--- src/rtl/range_map_table_core_macros.svh ---
// ----------------------------------------------------------------------------
// range_map_table_core_macros: assertion macros for the range map table
// Shared property forms used by the RTL assertion blocks.
// ----------------------------------------------------------------------------
`ifndef RANGE_MAP_TABLE_CORE_MACROS_SVH
`define RANGE_MAP_TABLE_CORE_MACROS_SVH

// A condition that must hold at every clock edge out of reset.
`define RMT_ASSERT_ALWAYS(name, cond, msg) \
    name: assert property (@(posedge clk) disable iff (!rst_n) (cond)) else $error(msg);

// A trigger that must be followed by a consequence in the next cycle.
`define RMT_ASSERT_NEXT(name, trig, cons, msg) \
    name: assert property (@(posedge clk) disable iff (!rst_n) (trig) |=> (cons)) else $error(msg);

`endif

--- src/rtl/rmt_pkg.sv ---
// ----------------------------------------------------------------------------
// rmt_pkg: shared types and codes for the range map table
// Entry, transfer payload and control structs, operation codes and states.
// ----------------------------------------------------------------------------
`timescale 1ns / 1ps

package rmt_pkg;

    typedef enum logic [1:0] {
        MODE_SEARCH = 2'd0,
        MODE_ADD    = 2'd1,
        MODE_DELETE = 2'd2,
        MODE_NONE   = 2'd3
    } rmt_mode_t;

    typedef enum logic [2:0] {
        ST_IDLE,
        ST_SCAN,
        ST_FIX,
        ST_DONE
    } rmt_state_t;

    typedef struct packed {
        logic [63:0] start;
        logic [63:0] length;
        logic [63:0] tag;
    } rmt_entry_t;

    typedef struct packed {
        logic [1:0]  mode;
        logic [63:0] start_key;
        logic [63:0] length;
        logic [63:0] tag_value;
    } rmt_in_t;

    typedef struct packed {
        logic        hit;
        logic [63:0] hit_start;
        logic [63:0] hit_length;
        logic [63:0] hit_tag;
        logic        status;
        logic [4:0]  entry_count;
    } rmt_out_t;

    // Pieces that one held range turns into, in table order.
    typedef struct packed {
        logic                 overlap;
        logic                 uses_new;
        logic [1:0]           count;
        rmt_entry_t [2:0]     piece;
    } rmt_piece_t;

endpackage

--- src/rtl/rmt_cell.sv ---
// ----------------------------------------------------------------------------
// rmt_cell: one slot of the range chain
// Holds one range; shifts from its upper neighbor or takes a written piece.
// ----------------------------------------------------------------------------
`timescale 1ns / 1ps

module rmt_cell
    import rmt_pkg::*;
#(
    parameter int IDX = 0,
    parameter int CW  = 5
)
(
    input  logic          clk,
    input  logic          shift,
    input  logic          wr,
    input  logic [CW-1:0] wptr,
    input  rmt_entry_t    nbr,
    input  rmt_entry_t    piece,
    output rmt_entry_t    entry
);

    rmt_entry_t entry_reg;
    rmt_entry_t entry_next;

    // A write aimed at this slot wins over the shift.
    always_comb
    begin
        entry_next = shift ? nbr : entry_reg;
        if (wr && (wptr == CW'(IDX)))
        begin
            entry_next = piece;
        end
    end

    always_ff @(posedge clk)
    begin
        entry_reg <= entry_next;
    end

    assign entry = entry_reg;

endmodule

--- config.mk ---
export PLATFORM = sky130hd
export DESIGN_NAME = rmt_cell
export DESIGN_NICKNAME = d
export VERILOG_FILES = /design/src/rtl/range_map_table_core_macros.svh /design/src/rtl/rmt_pkg.sv /design/src/rtl/rmt_cell.sv
export SDC_FILE = /design/constraint.sdc
export NUM_CORES = 1
export LEC_CHECK = 0
export ABC_AREA = 1
export ABC_CLOCK_PERIOD_IN_PS = 7500
export BUFFER_PORTS_ARGS = -buffer_cell sky130_fd_sc_hd__buf_2
export CAP_MARGIN = 40
export CORE_AREA = 2 2 228 230
export DETAILED_ROUTE_END_ITERATION = 16
export DIE_AREA = 0 0 230 232
export GPL_ROUTABILITY_DRIVEN = 0
export PLACE_DENSITY = 0.5
export SETUP_SLACK_MARGIN = 0.5
export SLEW_MARGIN = 20
export SYNTH_ARGS = -nofsm -noshare
export SYNTH_HDL_FRONTEND = slang
export SYNTH_SLANG_ARGS = --single-unit
--- constraint.sdc ---
create_clock -name clk -period 7.5 [get_ports clk]
set_clock_uncertainty 0.2 [all_clocks]
set_input_delay 1.5 -clock clk [delete_from_list [all_inputs] [get_ports clk]]
set_output_delay 1.5 -clock clk [all_outputs]
set_load 0.005 [all_outputs]
==> run metrics <==
setup_tns=0 ps; H-Tree Depth=4; Synth Area in Simple Gates=0.299; Final WS setup=3580 ps; Seq cells post-synth=around 190; setup violators final=0; status=finished clean; max reg flops=~190; DRC Markers=0; pre-CTS WS=around 3000 ps; Core Footprint=50900 um2; post-cts resize count=0; M1 wire length=around 15000 um; Yosys cell types=12; post-synthesis compound-gate area fraction=0; GRT Residual Overflow=0; vias per inst=~4.2; drt first pass iters=5; die width=230 um; via count=~8800; crit path kind=input pin to flip-flop; fin util=0.255; Post-Syn Area=approximately 8900 um2; Design Area, Final=about 13000 um2; Yosys top cell area share=0.647; Final Max Slew Viols=0; Site Rows=83; P_leak=between 6 and 7 nW; Max Cap Viol=0; Power, Total=about 2.6 mW; max frequency=roughly 260 MHz; largest family of logic cells by synthesized area=simple AND/OR/NAND/NOR gates; critical path capture point type=flip-flop; cell taking the most area after synthesis=edfxtp_1; Max clock buf depth=2; Placed Area=between 10000 and 15000 um2; vias in the first global route=between 8000 and 9000; Final ANT Viol Nets=0; Pwr Density=approximately 200 nW/um2; DR iter-0 viols=~380; Least-Margin Pin Slew=between 1000 and 1500 ps; Starting Density=0.175; critical path required time=7410 ps; yosys warns=0; RSZ-0062 raised after global routing=false; switch share=0.258; final period demand of the worst path=3920 ps; Post-Syn Instances=approximately 860; Final Hold Viols=0; Synth Area in XOR/XNOR=0; Area growth, synth to finish=45.6%; post-synthesis mux area share=0; Post-CTS Setup Bufs=0; Die Height=around 230 um; synth top area cells=edfxtp_1 (65%), nand2_1 (16%), nand4_1 (13%); clk sinks=approximately 190; top sig layer=met5; Post-Syn Area per Cell=roughly 10 um2; NetSw=0.662 mW; Max-slew headroom=0.290; die footprint=roughly 53000 um2; syn nets=about 1300; met2 routed WL=18900 um; worst hold path class=input pin to flip-flop; CTS buffer count=17; Placed Cells=around 2100; hold slack final=about 1100 ps; Flop pwr share=0.511; CTS Root Cell=clkbuf_16; fill cell count=roughly 5600; Clock Power Share=0.342; first-pass GRT wire length=54000 um; DP HPWL=around 29000 um; number of top-level pins=between 500 and 600; CTS Hold Bufs=0; CTS tree=yes; Arr. time, crit path=3830 ps; Non-Filler Instances=around 2100; pin count of the biggest net entering global routing=a little under 200; Cell Int Power=about 1.9 mW; worst-path maximum fanout=84; Nets=1782; maximum vdd drop=0.000148 V; initial antenna violation count=15; clock input transition at the sequential cells of the worst setup and hold paths=70 ps; GRT Overall Usage=0.139; combinational fraction of design power=0.146; Detailed Route WL=roughly 38000 um; share of layout cells above drive strength 1=0.447; Critical path origin=wptr[0]; WL/cell=18.4 um; fin crit share=0.522; Buffers on Ports=583; startpoint types=input pin; Synth Area in Adders=0; Routed met3 length=approximately 3400 um; min-delay src=nbr[81]; sequential fraction of the synthesis area=0.647
[cell usage after synthesis]
cell / count
nand2_1: 385
edfxtp_1: 192
nand4_1: 192
buf_2: 68
buf_6: 10
clkbuf_1: 5
nor2_1: 2
buf_4: 1
inv_1: 1
inv_2: 1
nand3_1: 1
nor2_2: 1
[worst paths after layout]
check             endpoint  cells past startpoint  slack [ps]
max    entry[57]$_DFFE_PP_                      6        3580
min    entry[81]$_DFFE_PP_                      3        1090
[metal layers]
layer / track usage / vias to the layer above
met5: 0 / -
met4: 0.0444 / 4
li1: - / 4163
met1: 0.162 / 4078
met2: 0.240 / 483
met3: 0.0458 / 53
[cells in the final DEF, fill, tap and decap left out, drive strengths merged]
cell / n
diode: 4
clkinv: 6
clkinvlp: 2
nor2: 3
inv: 3
nand3: 1
edfxtp: 192
clkbuf: 22
buf: 596
bufinv: 1
nand4: 192
nand2: 385
[kinds of logic after synthesis]
group / count (synthesis)
buf+inv: 86
simple gates: 581
flops: 192
[power groups by stage]
stage | clock, mW | sequential [mW] | combinational (mW)
after global routing | 0.947 | 1.32 | 0.415
final | 0.880 | 1.31 | 0.376
after floorplan | 0 | 1.35 | 0.114
after detailed placement | 0 | 1.34 | 0.382
after global placement | 0 | 1.34 | 0.377
after CTS | 0.932 | 1.31 | 0.384
[area by class of cell]
| class | count | area [um2] | share of cell area |
|---|---|---|---|
| Clock inverter | 10 | 88.8 | 0.00684 |
| Clock buffer | 22 | 444 | 0.0342 |
| Sequential cell | 192 | 5770 | 0.444 |
| Antenna cell | 4 | 10.0 | 0.000771 |
| Tap cell | 680 | 851 | 0.0655 |
| Timing Repair Buffer | 596 | 3110 | 0.239 |
| Inverter | 2 | 7.51 | 0.000578 |
| Multi-Input combinational cell | 581 | 2710 | 0.209 |
[critical path, stage by stage]
cell and delay [ps]:
buf_2 110, nor2_4 80, buf_4 530, nand3_4 580, nand2_8 480, buf_16 330
Note: power is estimated with default switching activity, not from simulation.
