==> config.mk <==
export PLATFORM = sky130hd
export DESIGN_NAME = rmt_piece
export DESIGN_NICKNAME = d
export VERILOG_FILES = /design/src/rtl/range_map_table_core_macros.svh /design/src/rtl/rmt_pkg.sv /design/src/rtl/rmt_piece.sv
export SDC_FILE = /design/constraint.sdc
export NUM_CORES = 2
export LEC_CHECK = 0
export ABC_CLOCK_PERIOD_IN_PS = 16300
export BUFFER_PORTS_ARGS = -buffer_cell sky130_fd_sc_hd__clkbuf_2
export CELL_PAD_IN_SITES_DETAIL_PLACEMENT = 1
export CELL_PAD_IN_SITES_GLOBAL_PLACEMENT = 1
export CORE_AREA = 2 2 398 400
export DETAILED_ROUTE_END_ITERATION = 16
export DIE_AREA = 0 0 400 402
export PLACE_DENSITY = 0.43
export SYNTH_ARGS = -nofsm -noshare
export SYNTH_HDL_FRONTEND = slang
export SYNTH_SLANG_ARGS = --single-unit
==> constraint.sdc <==
create_clock -name vclk -period 16.3
set_input_delay 1.63 -clock vclk [all_inputs]
set_output_delay 1.63 -clock vclk [all_outputs]
set_load 0.005 [all_outputs]
==> src/rtl/range_map_table_core_macros.svh <==
// ----------------------------------------------------------------------------
// range_map_table_core_macros: assertion macros for the range map table
// Shared property forms used by the RTL assertion blocks.
// ----------------------------------------------------------------------------
`ifndef RANGE_MAP_TABLE_CORE_MACROS_SVH
`define RANGE_MAP_TABLE_CORE_MACROS_SVH

// A condition that must hold at every clock edge out of reset.
`define RMT_ASSERT_ALWAYS(name, cond, msg) \
    name: assert property (@(posedge clk) disable iff (!rst_n) (cond)) else $error(msg);

// A trigger that must be followed by a consequence in the next cycle.
`define RMT_ASSERT_NEXT(name, trig, cons, msg) \
    name: assert property (@(posedge clk) disable iff (!rst_n) (trig) |=> (cons)) else $error(msg);

`endif

==> src/rtl/rmt_pkg.sv <==
// ----------------------------------------------------------------------------
// rmt_pkg: shared types and codes for the range map table
// Entry, transfer payload and control structs, operation codes and states.
// ----------------------------------------------------------------------------
`timescale 1ns / 1ps

package rmt_pkg;

    typedef enum logic [1:0] {
        MODE_SEARCH = 2'd0,
        MODE_ADD    = 2'd1,
        MODE_DELETE = 2'd2,
        MODE_NONE   = 2'd3
    } rmt_mode_t;

    typedef enum logic [2:0] {
        ST_IDLE,
        ST_SCAN,
        ST_FIX,
        ST_DONE
    } rmt_state_t;

    typedef struct packed {
        logic [63:0] start;
        logic [63:0] length;
        logic [63:0] tag;
    } rmt_entry_t;

    typedef struct packed {
        logic [1:0]  mode;
        logic [63:0] start_key;
        logic [63:0] length;
        logic [63:0] tag_value;
    } rmt_in_t;

    typedef struct packed {
        logic        hit;
        logic [63:0] hit_start;
        logic [63:0] hit_length;
        logic [63:0] hit_tag;
        logic        status;
        logic [4:0]  entry_count;
    } rmt_out_t;

    // Pieces that one held range turns into, in table order.
    typedef struct packed {
        logic                 overlap;
        logic                 uses_new;
        logic [1:0]           count;
        rmt_entry_t [2:0]     piece;
    } rmt_piece_t;

endpackage

==> src/rtl/rmt_piece.sv <==
// ----------------------------------------------------------------------------
// rmt_piece: splits the head range against the query range
// Gives the overlap flag and the ordered pieces that replace the range.
// ----------------------------------------------------------------------------
`timescale 1ns / 1ps

module rmt_piece
    import rmt_pkg::*;
(
    input  rmt_entry_t  head,
    input  rmt_entry_t  fresh,
    input  logic [64:0] kend,
    input  logic        pending,
    output rmt_piece_t  res
);

    logic [64:0] aend;
    logic        has_l;
    logic        has_r;
    logic        put_new;
    rmt_entry_t  left;
    rmt_entry_t  right;

    always_comb
    begin
        aend    = {1'b0, head.start} + {1'b0, head.length};
        has_l   = head.start < fresh.start;
        has_r   = !kend[64] && (kend < aend);
        left    = '{start: head.start, length: fresh.start - head.start, tag: head.tag};
        right   = '{start: kend[63:0], length: aend[63:0] - kend[63:0], tag: head.tag};
        res     = '0;
        res.overlap = (fresh.length != 64'd0) && (head.length != 64'd0)
                      && ({1'b0, fresh.start} < aend) && ({1'b0, head.start} < kend);
        put_new = 1'b0;
        if (!res.overlap)
        begin
            // The new range goes in front of the first range above it.
            if (pending && (head.start > fresh.start))
            begin
                res.piece[0] = fresh;
                res.piece[1] = head;
                res.count    = 2'd2;
                res.uses_new = 1'b1;
            end
            else
            begin
                res.piece[0] = head;
                res.count    = 2'd1;
            end
        end
        else
        begin
            // Order is left piece, new range, right piece.
            put_new      = pending && has_r;
            res.uses_new = put_new;
            res.piece[0] = has_l ? left : (put_new ? fresh : right);
            res.piece[1] = has_l ? (put_new ? fresh : right) : right;
            res.piece[2] = right;
            res.count    = 2'({1'b0, has_l}) + 2'({1'b0, put_new}) + 2'({1'b0, has_r});
        end
    end

endmodule
==> summary.txt <==
Power Dens Cells -> 104 mW/mm²
Post-Synthesis Cells -> 3728
Total Die Area -> 0.161 mm²
Total power -> 3.45 mW
Vias -> 33994
Gate power share -> 100.0%
Clock share of power -> 0%
Routed WL -> 217000 µm
CLK BUF -> 0
Top Ports -> 1030
Register Area -> 0 µm²
Synth top area cells -> ha_1 18%, mux2i_1 8.4%, o21ai_0 6.1%, a21oi_1 5.3%, xnor2_1 3.8%
Internal power -> 1.21 mW
Seq cells -> 0
Area share of the largest cell type after synthesis -> 18.3%
Drt first-iter violations -> 2473
Hold Path End -> res[251]
Resized cells post-CTS -> 0
Post-DP HPWL -> 186000 µm
Crit path arrival time -> 12.02 ns
Cts hold-fix bufs -> 0
Ys Warns -> 0
Avg Synthesized Cell Area -> 6.95 µm²
Antenna violations before repair -> 18
Sequential power share -> 0%
Crit start category -> input port
P_leak -> 16.1 nW
First-pass GRT wire length -> 291000 µm
Nets -> 5369
Crit share post-route -> 83.7%
Max incr delay on CP -> 0.94 ns
CP top delay family -> compound AO/OA/AOI/OAI gates
Mapped cell area -> 0.0259 mm²
Maximum Capacitance Violations -> 0
Die Ht -> 402 µm
Worst hold path startpoint -> fresh[59]
Floorplan row count -> 146
Maximum fanout along the worst path -> 58
Worst Path Required -> 14.67 ns
Grt ovf -> 0
Slew Limit Fails -> 0
Number of global-route vias before repair -> 33996
Critical Path Sink Type -> primary output
Initial core utilization -> 16.5%
Status -> completed
Final-report hold violation count -> 0
Syn nets -> 4560
Core area -> 0.157 mm²
Final ANT Viol Nets -> 0
Post-route DRC -> 0
Register area share after synthesis -> 0%
Die width -> 400 µm
Switching Share -> 65.0%
RD Place Congestion -> 0.930
Worst path most repeated cell -> o21ai_0
Sum of buffers and inverters on the critical path -> 8
Post-layout min period -> 13.65 ns
Fillers -> 19521
Multi-input logic area -> 0.0239 mm²
RSZ-0062 raised after global routing -> false
Yosys cell types -> 89
Area leader, netlist -> ha_1
Slowest CP cell -> a2111oi_0
Post CTS Setup Buffer Count -> 0
Normalized max-slew margin -> 23.6%
FMAX -> 73.3 MHz
Psw -> 2.24 mW
Pre-antenna DRT Iters -> 5
Area growth syn-to-layout -> 27.5%
Worst VDD drop -> 59.9 µV
Least-Margin Pin Slew -> 1.12 ns
Layout cell share with drive strength beyond 1 -> 26.7%
Worst Setup Path Type -> input port to primary output
Wire per inst -> 32.7 µm
Port Buffers -> 1030
Post-route setup TNS -> 0 ns
Total track usage -> 25.6%
Hold Crit Class -> input port to primary output
# setup viols final -> 0
Hold Path Stages -> 3
Largest net degree at the start of global routing -> 150
Avg Vias per Cell -> 5.14
[area by class of cell]
class / instances / share of cell area, %
Multi-Input combinational cell: 3214 / 72.4
Tap cell: 2072 / 7.85
Timing Repair Buffer: 1079 / 16.9
Antenna cell: 10 / 0.0758
Inverter: 242 / 2.77
[how the worst max path moves through the flow]
stage | slack [ns] | startpoint | depth (start not counted) | to
after detailed placement | 2.51 | head[128] | 32 | res[55]
after global placement | 2.32 | head[128] | 32 | res[43]
final | 2.65 | head[128] | 33 | res[290]
after floorplan | 6.99 | head[65] | 29 | res[576]
after CTS | 2.49 | head[128] | 32 | res[55]
after global routing | 2.05 | head[128] | 33 | res[290]
[per-stage QoR]
stage | instances | util [%] | area [µm²] | hold slack, ns | worst slack (ns)
3_5_place_dp | 6607 | 21.0 | 33000 | 3.57 | 2.51
5_1_grt | 6611 | 21.0 | 33000 | 3.59 | 2.05
2_1_floorplan | 3728 | - | 25900 | 3.36 | 6.99
3_3_place_gp | 6607 | 21.0 | 33000 | 3.57 | 2.32
6_report | 6617 | 21.0 | 33000 | 3.57 | 2.65
4_1_cts | 6607 | 21.0 | 33000 | 3.57 | 2.49
[synth_stat cells (all sizes together) (72+ instances only)]
cell	n
o21ai	322
buf	115
and2	128
nand2	222
ha	378
nand4	72
xnor2	113
a21o	124
clkbuf	157
o211ai	77
nand3	186
a21oi	278
nor2	240
inv	242
mux2i	217
[routing by layer]
| layer | part of all wire, % | vias up | global-route usage [%] |
|---|---|---|---|
| met5 | 0.037 | - | 0 |
| met4 | 4.6 | 12 | 9.66 |
| met3 | 5.4 | 213 | 3.44 |
| met2 | 47 | 1227 | 43.5 |
| met1 | 43 | 17014 | 32.4 |
| li1 | - | 15528 | - |
[placed cells by master, fill, tap and decap left out, drive strengths merged, types with 9 or more instances in the layout]
cell	count
nand2b	32
a211o	9
or2	11
a21o	124
o31ai	19
inv	242
buf	49
xnor2	113
o2111ai	9
diode	10
o21bai	39
mux2	71
mux2i	217
and3	27
a21boi	11
a21oi	278
o21ai	322
a31o	10
nand4	72
and2	128
o21a	27
clkbuf	1030
o32a	65
nor4	47
nand3	186
xor2	69
a211oi	43
or3	10
nor3	38
o221a	65
nor2b	44
a31oi	32
nor2	240
nand2	222
a221o	11
o211ai	77
a22o	64
ha	378
[cells by family (layout without fill, tap and decap cells)]
family	after synthesis	after routing	share of synthesized area [%]
AO/OA/AOI/OAI	1280	1280	33.9
AND/OR/NAND/NOR	1081	1081	20.8
buffers and inverters	514	1321	8.17
adder cells (fa/ha/maj)	383	383	18.6
multiplexers	288	288	12.3
XOR/XNOR	182	182	6.16
other	0	10	0
[power by group through the flow]
| stage | clock network, mW | registers (mW) | logic [mW] |
|---|---|---|---|
| after floorplan | 0 | 0 | 1.73 |
| after global placement | 0 | 0 | 3.45 |
| after detailed placement | 0 | 0 | 3.45 |
| after CTS | 0 | 0 | 3.47 |
| after global routing | 0.0000000334 | 0 | 3.71 |
| final | 0.000000141 | 0 | 3.45 |
Note: power is estimated with default switching activity, not from simulation.
